$ cat config.mk
export PLATFORM = sky130hd
export DESIGN_NAME = group_varint_byte_decoder_top
export DESIGN_NICKNAME = d
export VERILOG_FILES = /design/src/design/gvd_pkg.sv /design/src/design/gvd_decode.sv /design/src/design/gvd_out_reg.sv /design/src/design/group_varint_byte_decoder_top.sv
export SDC_FILE = /design/constraint.sdc
export NUM_CORES = 1
export LEC_CHECK = 0
export ABC_AREA = 0
export BUFFER_PORTS_ARGS = -buffer_cell sky130_fd_sc_hd__buf_2
export CELL_PAD_IN_SITES_DETAIL_PLACEMENT = 2
export CELL_PAD_IN_SITES_GLOBAL_PLACEMENT = 2
export CORE_AREA = 5 5 224 117
export DETAILED_ROUTE_END_ITERATION = 10
export DIE_AREA = 0 0 229 122
export GPL_ROUTABILITY_DRIVEN = 1
export GPL_TIMING_DRIVEN = 0
export PLACE_DENSITY = 0.89
export SETUP_SLACK_MARGIN = 0.4
export SLEW_MARGIN = 20
export SYNTH_ARGS = -nofsm -noshare
export SYNTH_HDL_FRONTEND = slang
export SYNTH_SLANG_ARGS = --single-unit
export TNS_END_PERCENT = 10
$ cat constraint.sdc
create_clock -name clk -period 5.2 [get_ports clk]
set_input_delay 1.04 -clock clk [delete_from_list [all_inputs] [get_ports clk]]
set_output_delay 1.04 -clock clk [all_outputs]
set_load 0.05 [all_outputs]
$ cat src/design/gvd_pkg.sv
// ----------------------------------------------------------------------------
// gvd_pkg - shared types and constants for the group varint byte decoder
// holds the result word layout and the length field helper
// ----------------------------------------------------------------------------
package gvd_pkg;

	// mask of one length field in the control byte
	localparam logic [1:0] LenMask = 2'h3;

	// one result word
	typedef struct packed {
		logic [31:0] value_out;
		logic [31:0] position;
		logic        value_valid;
		logic        page_end;
		logic        truncated;
	} result_t;

	// length minus one of slot k, most significant pair first
	function automatic logic [1:0] len_code(input logic [7:0] ctrl, input logic [1:0] slot);
		logic [7:0] shifted;
		shifted = ctrl >> {~slot, 1'b0};
		return shifted[1:0] & LenMask;
	endfunction

endpackage

$ cat src/design/gvd_decode.sv
// ----------------------------------------------------------------------------
// gvd_decode - group state and per-byte decode
// holds the group state and forms the result of the byte in the input register
// ----------------------------------------------------------------------------
module gvd_decode (
	input  logic               clk,
	input  logic               arst_n,
	input  logic               step,
	input  logic [7:0]         in_byte,
	input  logic               last_byte,
	input  logic [31:0]        start_pos,
	output logic               has_result,
	output gvd_pkg::result_t   result
);

	logic        await_q;
	logic [7:0]  control_q;
	logic [1:0]  slot_q;
	logic [1:0]  taken_q;
	logic [23:0] acc_q;
	logic [31:0] count_q;

	logic [1:0]  len_c;
	logic        complete;
	logic        group_done;
	logic [31:0] part;
	logic [31:0] merged;

	assign len_c      = gvd_pkg::len_code(control_q, slot_q);
	assign complete   = !await_q && (taken_q >= len_c);
	assign group_done = complete && (slot_q == 2'd3);

	always_comb begin
		case (taken_q)
			2'd0:    part = {24'h0, in_byte};
			2'd1:    part = {16'h0, in_byte, 8'h0};
			2'd2:    part = {8'h0, in_byte, 16'h0};
			default: part = {in_byte, 24'h0};
		endcase
	end

	assign merged = {8'h0, acc_q} | part;

	assign has_result = complete || last_byte;

	always_comb begin
		result.value_out   = complete ? merged : 32'h0;
		result.position    = complete ? (start_pos + count_q) : 32'h0;
		result.value_valid = complete;
		result.page_end    = last_byte;
		result.truncated   = last_byte && !group_done;
	end

	always_ff @(posedge clk or negedge arst_n) begin
		if (!arst_n) begin
			await_q   <= 1'b1;
			control_q <= 8'h0;
			slot_q    <= 2'd0;
			taken_q   <= 2'd0;
			acc_q     <= 24'h0;
			count_q   <= 32'h0;
		end else if (step) begin
			if (await_q) begin
				control_q <= in_byte;
			end
			if (last_byte) begin
				await_q <= 1'b1;
				slot_q  <= 2'd0;
				taken_q <= 2'd0;
				acc_q   <= 24'h0;
				count_q <= 32'h0;
			end else if (await_q) begin
				await_q <= 1'b0;
				slot_q  <= 2'd0;
				taken_q <= 2'd0;
				acc_q   <= 24'h0;
			end else if (complete) begin
				acc_q   <= 24'h0;
				taken_q <= 2'd0;
				count_q <= count_q + 32'd1;
				slot_q  <= slot_q + 2'd1;
				if (group_done) begin
					await_q <= 1'b1;
				end
			end else begin
				acc_q   <= merged[23:0];
				taken_q <= taken_q + 2'd1;
			end
		end
	end

endmodule

$ cat src/design/gvd_out_reg.sv
// ----------------------------------------------------------------------------
// gvd_out_reg - result register
// holds one result word until the consumer takes it
// ----------------------------------------------------------------------------
module gvd_out_reg (
	input  logic             clk,
	input  logic             arst_n,
	input  logic             load,
	input  gvd_pkg::result_t load_data,
	output logic             space,
	output logic             out_valid,
	input  logic             out_ready,
	output gvd_pkg::result_t data
);

	logic             valid_s2;
	gvd_pkg::result_t data_s2;

	// free when empty or being drained this cycle
	assign space = !valid_s2 || out_ready;

	always_ff @(posedge clk or negedge arst_n) begin
		if (!arst_n) begin
			valid_s2 <= 1'b0;
		end else if (load) begin
			valid_s2 <= 1'b1;
		end else if (out_ready) begin
			valid_s2 <= 1'b0;
		end
	end

	always_ff @(posedge clk) begin
		if (load) begin
			data_s2 <= load_data;
		end
	end

	assign out_valid = valid_s2;
	assign data      = data_s2;

endmodule

$ cat src/design/group_varint_byte_decoder_top.sv
// ----------------------------------------------------------------------------
// group_varint_byte_decoder_top - group varint decoder, one page byte a word
// decodes control and value bytes of a page into numbered values
// ----------------------------------------------------------------------------
//
//  channel | direction | handshake             | payload
//  --------+-----------+-----------------------+---------------------------------
//  in      | sink      | in_valid / in_ready   | in_byte, last_byte
//  out     | source    | out_valid / out_ready | value_out, position, value_valid,
//          |           |                       | page_end, truncated
//  cfg     | sink      | cfg_we                | cfg_wdata (start_pos)
//
//  one byte word per cycle unless a stalled result holds the input; input and result are registered
//  the input register feeds the decode logic, which feeds the result register
//  a byte that makes no result retires even while the result register is full
//  reset clears all control state; decoding starts expecting a control byte
//  in_ready falls only when a result-making byte waits behind a stalled result
//
module group_varint_byte_decoder_top (
	input  logic        clk,
	input  logic        arst_n,
	// input channel
	input  logic        in_valid,
	output logic        in_ready,
	input  logic [7:0]  in_byte,
	input  logic        last_byte,
	// result channel
	output logic        out_valid,
	input  logic        out_ready,
	output logic [31:0] value_out,
	output logic [31:0] position,
	output logic        value_valid,
	output logic        page_end,
	output logic        truncated,
	// configuration
	input  logic        cfg_we,
	input  logic [31:0] cfg_wdata
);

	// start position register
	logic [31:0] start_pos_q;

	// input register
	logic        valid_s1;
	logic [7:0]  byte_s1;
	logic        last_s1;

	// decode and handshake
	logic             has_result;
	logic             space;
	logic             step;
	gvd_pkg::result_t dec_result;
	gvd_pkg::result_t out_data;

	always_ff @(posedge clk or negedge arst_n) begin
		if (!arst_n) begin
			start_pos_q <= 32'h0;
		end else if (cfg_we) begin
			start_pos_q <= cfg_wdata;
		end
	end

	// the byte in stage one retires when it makes no result or the result register has room
	assign step     = valid_s1 && (!has_result || space);
	assign in_ready = !valid_s1 || step;

	always_ff @(posedge clk or negedge arst_n) begin
		if (!arst_n) begin
			valid_s1 <= 1'b0;
		end else if (in_ready) begin
			valid_s1 <= in_valid;
		end
	end

	always_ff @(posedge clk) begin
		if (in_ready && in_valid) begin
			byte_s1 <= in_byte;
			last_s1 <= last_byte;
		end
	end

	gvd_decode u_decode (
		.clk        (clk),
		.arst_n     (arst_n),
		.step       (step),
		.in_byte    (byte_s1),
		.last_byte  (last_s1),
		.start_pos  (start_pos_q),
		.has_result (has_result),
		.result     (dec_result)
	);

	gvd_out_reg u_out_reg (
		.clk       (clk),
		.arst_n    (arst_n),
		.load      (step && has_result),
		.load_data (dec_result),
		.space     (space),
		.out_valid (out_valid),
		.out_ready (out_ready),
		.data      (out_data)
	);

	assign value_out   = out_data.value_out;
	assign position    = out_data.position;
	assign value_valid = out_data.value_valid;
	assign page_end    = out_data.page_end;
	assign truncated   = out_data.truncated;

`ifndef SYNTHESIS
	// a truncation flag only comes with a page end
	a_trunc_needs_end: assert property (@(posedge clk) disable iff (!arst_n)
		out_valid |-> (!truncated || page_end))
		else $error("truncated without page_end");

	// every result carries a value or a page end
	a_result_has_cause: assert property (@(posedge clk) disable iff (!arst_n)
		out_valid |-> (value_valid || page_end))
		else $error("empty result word");

	// a stalled byte in the input register stays put
	a_s1_holds: assert property (@(posedge clk) disable iff (!arst_n)
		(valid_s1 && !step) |=> (valid_s1 && $stable(byte_s1) && $stable(last_s1)))
		else $error("input register lost a stalled byte");

	// a stalled byte is one that makes a result behind a full result register
	a_stall_cause: assert property (@(posedge clk) disable iff (!arst_n)
		!in_ready |-> (valid_s1 && has_result && out_valid && !out_ready))
		else $error("input stalled without cause");
`endif

endmodule

==> impl_metrics.py, run 1 <==
metrics = {
    "layout": {
        "fin_area_um2": 10600,
        "regArea_um2": 4860,
        "mostFrequentLayoutCells": "buf_2, a21oi_1, dfrtp_1, nor2_1, edfxtp_1",
        "multi_input_area_um2": 3940,
        "layout_commonest_cell": "buf_2",
        "drive_gt1_share_pct": 21.2,
        "layout-area-overhead-vs-synth_pct": 18.5,
        "diodes": 0,
        "fillers": 2536,
        "finalNetCount": 1054,
        "stdcell_count": 1303,
        "finalCoreUtilization_pct": 43.6,
    },
    "clock_network": {
        "cts_tree": "done",
        "clk_pin_slew_ns": 0.09,
        "cts_sinks": 179,
        "cts_buffers": 17,
        "cts_buffer_depth": 2,
        "insertion_delay_ns": 0.47,
        "root_buffer": "clkbuf_16",
        "htree_levels": 4,
    },
    "drt": {
        "drtIter0Drc": 607,
        "wire_per_inst_um": 26.7,
        "drc": 0,
        "antenna_left": 0,
        "via_count": 7641,
        "first_pass_iters": 5,
        "viasPerCell": 5.86,
        "drt-total-wl_um": 34700,
    },
    "worst_setup_path": {
        "cp_max_fo": 10,
        "critPathCaptureType": "output pin",
        "required_ns": 4.16,
        "cpMaxStageDelayCell": "mux4_2",
        "critPathKind": "register to output pin",
        "cpPeakStageDelay_ns": 0.57,
        "cpMostUsedCell": "buf_2",
        "cp_cell_sequence": "mux4_2 > ha_1 > nand2b_1 > a21oi_2 > o21ai_1 > buf_2 > nand3_1 > buf_2",
        "critPathLaunchType": "register",
        "arrival_ns": 3.49,
    },
    "grt": {
        "antenna_found_initial": 1,
        "grt_pass1_wl_um": 52500,
        "grt_pass1_vias": 8412,
        "grt_max_degree": 55,
        "overflow": 0,
        "grt.total_usage_pct": 25.0,
    },
    "placed_design": {
        "dpl.cell_count": 1271,
        "place.gp.congestion": 0.870,
        "place_area_um2": 10000,
        "port_buffers": 113,
        "post-dp-hpwl_um": 25300,
    },
    "yosys": {
        "synth_cell_types": 61,
        "synth_top_family_by_area": "simple AND/OR/NAND/NOR gates",
        "async_reset_ff_share_pct": 57.5,
        "synthSimpleGateAreaFrac_pct": 15.7,
        "synth_compound_area_share_pct": 14.0,
        "synth-xor-area-share_pct": 2.34,
        "ys.flop_type": "dfrtp_1",
        "avgSynthCellArea_um2": 10.8,
        "ys_ff_latch": 179,
        "synthesis.area_um2": 8970,
        "synthAdderAreaFrac_pct": 5.66,
        "muxShareOfSynthArea_pct": 6.20,
        "synth_fp_nets": 920,
        "yosysWarningCount": 0,
        "syn_inst": 834,
        "synth-seq-area-share_pct": 54.2,
        "synth-edff-count": 76,
    },
    "run": {
        "drv_cap": 0,
    },
    "die": {
        "core_area_um2": 24400,
        "dieArea_um2": 27900,
        "num_rows": 41,
        "start_util_pct": 36.8,
        "ios": 115,
        "die_y_um": 122,
        "dieWidth_um": 229,
    },
    "timing": {
        "fmax_mhz": 221,
        "skew_ns": 0.0163,
        "min_period_ns": 4.53,
        "tightest_slew_ns": 0.880,
        "hold_viol_final": 0,
        "fin_setup_tns_ns": 0,
        "maxSlewHeadroom_pct": 41.3,
        "final_max_slew_viol_count": 0,
        "fin_crit_sh_pct": 87.1,
        "setup-violations-final": 0,
        "rsz0062_at_grt": "no",
    },
    "status": {
        "status": "finished clean",
    },
    "power": {
        "peakVddDrop_mv": 0.255,
        "p_per_area_nw_per_um2": 547,
        "p_leak_nw": 4.55,
        "total_power_mw": 5.81,
    },
    "worst_hold_path": {
        "worstHoldPathType": "register to register",
    },
}
==> critical path, delay by kind of cell (launching register included) <==
family / cells / cell delay [ns]
buffers and inverters: 2 / 0.57
AOI/OAI and AO/OA: 2 / 0.71
DFF: 1 / 0.48
muxes: 1 / 0.57
adders and majority gates: 1 / 0.30
and+or+nand+nor: 2 / 0.39
==> area by class of cell <==
type / instances / share of cell area [%]
plain buffers: 24 / 0.918
clock buffers: 17 / 4.00
clock inverters: 15 / 1.86
inverters: 21 / 0.765
multi-input cells: 610 / 37.1
flip-flops and latches: 179 / 45.7
well taps: 322 / 3.79
repair buffers: 115 / 5.89
==> metrics by stage <==
step | setup slack, ns | hold WS, ns
4_1_cts | 0.425 | 0.511
2_1_floorplan | 1.50 | 0.463
3_5_place_dp | 1.05 | 0.489
6_report | 0.673 | 0.508
5_1_grt | 0.514 | 0.532
3_3_place_gp | 0.271 | 0.478
==> power breakdown <==
part	switching (mW)	leakage (nW)	internal (mW)	total (mW)
sequential	0.210	2.07	1.91	2.12
combinational	1.78	2.19	0.527	2.31
clock	0.720	0.297	0.663	1.38
==> repair_timing <==
action,in CTS,in global routing
resized for setup,0,1
buffers inserted,0,0
setup endpoints to repair,0,1
hold buffers,0,0
endpoints found under the hold margin,0,0
==> cell usage after synthesis (7+ instances only) <==
master    count  area [um2]
a21oi_1     112         561
dfrtp_1     102        2550
nor2_1       94         353
edfxtp_1     76        2280
nand2_1      53         199
o21ai_0      51         255
mux2_2       40         450
ha_1         39         488
or3_1        24         150
inv_1        21        78.8
and3_1       17         106
nand3_1      17        85.1
nand4_1      17         106
nor3_1       16        80.1
xnor2_1      13         114
clkbuf_1     12        45.0
xor2_1       11        96.3
o21a_1       10        75.1
and2_1        7        43.8
nand2b_1      7        43.8
==> registers in the layout (all words and copies together), names as in the netlist <==
register	flops
u_decode.acc_q	24
u_out_reg.out_valid	1
u_decode.slot_q	2
u_decode.taken_q	2
last_s1	1
byte_s1	8
u_decode.await_q	1
valid_s1	1
u_out_reg.data	67
start_pos_q	32
u_decode.control_q	8
u_decode.count_q	32
==> routing by layer <==
layer	vias to the layer above	track usage, %	share of wire [%]
met5	-	0	0
met4	0	7.65	1.9
met3	43	5.31	5.7
met2	255	39.1	46
met1	4000	35.4	47
li1	3343	-	-
==> path summary, 6_finish.rpt <==
check                              startpoint            endpoint  slack (ns)  depth (start not counted)
max reg2reg                u_decode.slot_q[0]  u_out_reg.data[29]        1.16                         10
max                        u_decode.slot_q[0]            in_ready        0.67                          8
min in group asynchronous              arst_n     start_pos_q[20]        0.52                          1
max in group asynchronous              arst_n    u_decode.await_q        3.92                          2
min                        u_decode.acc_q[18]  u_decode.acc_q[18]        0.51                          2
min reg2reg                u_decode.acc_q[18]  u_decode.acc_q[18]        0.51                          2
==> cells by family (layout without fill, tap and decap cells) <==
group | count (synthesis) | after routing
compound gates | 218 | 218
xor+xnor | 24 | 24
fa+ha+maj | 40 | 40
buf+inv | 45 | 192
flops | 179 | 179
mux | 48 | 48
simple gates | 280 | 280
Power figures use the tool's default switching activity.
==> run 2, diff against run 1 <==
--- a/config.mk
+++ b/config.mk
@@ -9,9 +9,9 @@
 export BUFFER_PORTS_ARGS = -buffer_cell sky130_fd_sc_hd__buf_2
 export CELL_PAD_IN_SITES_DETAIL_PLACEMENT = 2
 export CELL_PAD_IN_SITES_GLOBAL_PLACEMENT = 2
-export CORE_AREA = 5 5 224 117
+export CORE_AREA = 2 2 221 114
 export DETAILED_ROUTE_END_ITERATION = 10
-export DIE_AREA = 0 0 229 122
+export DIE_AREA = 0 0 223 116
 export GPL_ROUTABILITY_DRIVEN = 1
 export GPL_TIMING_DRIVEN = 0
 export PLACE_DENSITY = 0.89
==> impl_metrics.py, run 2 (synthesis gave the netlist of run 1 again) <==
metrics = {
    "status": {
        "status": "finished clean",
    },
    "placed_design": {
        "post-dp-hpwl_um": 21200,
        "place.gp.congestion": 0.818,
        "port_buffers": 113,
    },
    "clock_network": {
        "htree_levels": 4,
        "postCtsHoldBufs": 0,
        "cts_buffers": 17,
        "cts_sinks": 179,
        "cts-resized-gates": 0,
        "insertion_delay_ns": 0.47,
        "clk_pin_slew_ns": 0.07,
        "cts_buffer_depth": 2,
        "cts_tree": "done",
        "root_buffer": "clkbuf_16",
        "postCtsSetupRepairBufs": 0,
    },
    "run": {
        "drv_cap": 0,
    },
    "layout": {
        "multi_input_area_um2": 3940,
        "layout_commonest_cell": "buf_2",
        "mostFrequentLayoutCells": "buf_2, a21oi_1, dfrtp_1, nor2_1, edfxtp_1",
        "regArea_um2": 4860,
        "layout-area-overhead-vs-synth_pct": 17.7,
        "drive_gt1_share_pct": 21.1,
        "diodes": 0,
        "largest_reg_flops": 67,
        "finalNetCount": 1054,
        "finalCoreUtilization_pct": 44.4,
        "fillers": 2467,
    },
    "drt": {
        "drtIter0Drc": 325,
        "via_count": 7402,
        "viasPerCell": 5.71,
        "antenna_left": 0,
        "drc": 0,
        "wire_per_inst_um": 23.6,
        "drt-total-wl_um": 30600,
        "first_pass_iters": 4,
    },
    "power": {
        "p_leak_nw": 4.54,
        "p_comb_share_pct": 39.7,
        "p_clk_share_pct": 23.0,
        "p_sw_mw": 2.51,
        "total_power_mw": 5.60,
        "p_int_mw": 3.09,
        "peakVddDrop_mv": 0.262,
        "p_per_area_nw_per_um2": 530,
        "seq_power_share_pct": 37.3,
        "power_switching_share_pct": 44.8,
    },
    "timing": {
        "fin_setup_tns_ns": 0,
        "fmax_mhz": 222,
        "maxSlewHeadroom_pct": 35.8,
        "rsz0062_at_grt": "no",
        "fin_crit_sh_pct": 86.5,
        "tightest_slew_ns": 0.961,
        "skew_ns": 0.0114,
        "min_period_ns": 4.50,
        "setup-violations-final": 0,
        "hold_viol_final": 0,
        "final_max_slew_viol_count": 0,
    },
    "worst_setup_path": {
        "arrival_ns": 3.46,
        "cpPeakStageDelay_ns": 0.58,
        "critPathLaunchType": "register",
        "required_ns": 4.16,
        "cpMostUsedCell": "buf_2",
        "cp_max_fo": 10,
        "r2r_setup_slack_ns": 1.20,
        "critPathKind": "register to output pin",
        "cp_cell_sequence": "mux4_2 > ha_1 > nand2b_1 > a21oi_1 > o21ai_1 > buf_2 > nand3_1 > buf_2",
        "critPathCaptureType": "output pin",
        "cpMaxStageDelayCell": "a21oi_1",
    },
    "worst_hold_path": {
        "worstHoldPathType": "register to register",
    },
    "grt": {
        "grt.total_usage_pct": 25.0,
        "grt_pass1_wl_um": 48700,
        "grt_max_degree": 55,
        "antenna_found_initial": 0,
        "overflow": 0,
        "grt_pass1_vias": 8402,
    },
    "die": {
        "dieArea_um2": 25900,
        "dieWidth_um": 223,
        "start_util_pct": 37.8,
        "core_area_um2": 23800,
        "num_rows": 40,
        "ios": 115,
        "die_y_um": 116,
    },
}
-- run 2: power by group through the flow --
stage / Sequential [mW] / Clock, mW / Combinational [mW]
after detailed placement: 2.11 / 0 / 2.20
after global placement: 2.10 / 0 / 2.09
after global routing: 2.12 / 1.35 / 2.38
after CTS: 2.09 / 1.30 / 2.24
after floorplan: 2.74 / 0 / 0.821
final: 2.09 / 1.29 / 2.22
-- run 2: final timing paths --
path / start / cells past startpoint / to
worst max-delay path: u_decode.slot_q[0] / 8 / in_ready
worst min-delay path: u_decode.acc_q[4] / 2 / u_decode.acc_q[4]
worst max register to register: u_decode.slot_q[0] / 9 / u_decode.acc_q[12]
worst min register to register: u_decode.acc_q[4] / 2 / u_decode.acc_q[4]
max in group asynchronous: arst_n / 2 / start_pos_q[15]
min in group asynchronous: arst_n / 1 / u_decode.acc_q[20]
-- run 2: cell type report --
type / instances / area share, %
well taps: 315 / 3.73
flip-flops and latches: 179 / 46.0
clock buffers: 18 / 4.26
inverters: 21 / 0.770
repair buffers: 115 / 5.93
plain buffers: 24 / 0.924
clock inverters: 14 / 1.08
multi-input cells: 610 / 37.3
-- run 2: per-stage QoR --
stage               worst slack, ns  hold slack, ns  instance area [um2]  cells
detailed placement             1.15           0.492                10000   1264
finish                        0.703           0.507                10600   1296
floorplan                      1.50           0.463                 8970    834
global route                  0.513           0.522                10600   1296
CTS                           0.642           0.510                10600   1296
global placement              0.246           0.476                 9930   1262
-- run 2: layer usage --
layer	vias up	routed length, um	GRT usage [%]
li1	3353	-	-
met1	3865	13600	30.9
met2	130	15300	44.8
met3	54	1040	4.46
met4	0	654	8.77
met5	-	0	0
-- run 2: critical path, delay by kind of cell (launching register included) --
kind | cells | cell delay, ns
compound gates | 2 | 0.79
mux | 1 | 0.54
buf+inv | 2 | 0.53
flops | 1 | 0.48
simple gates | 2 | 0.35
fa+ha+maj | 1 | 0.29
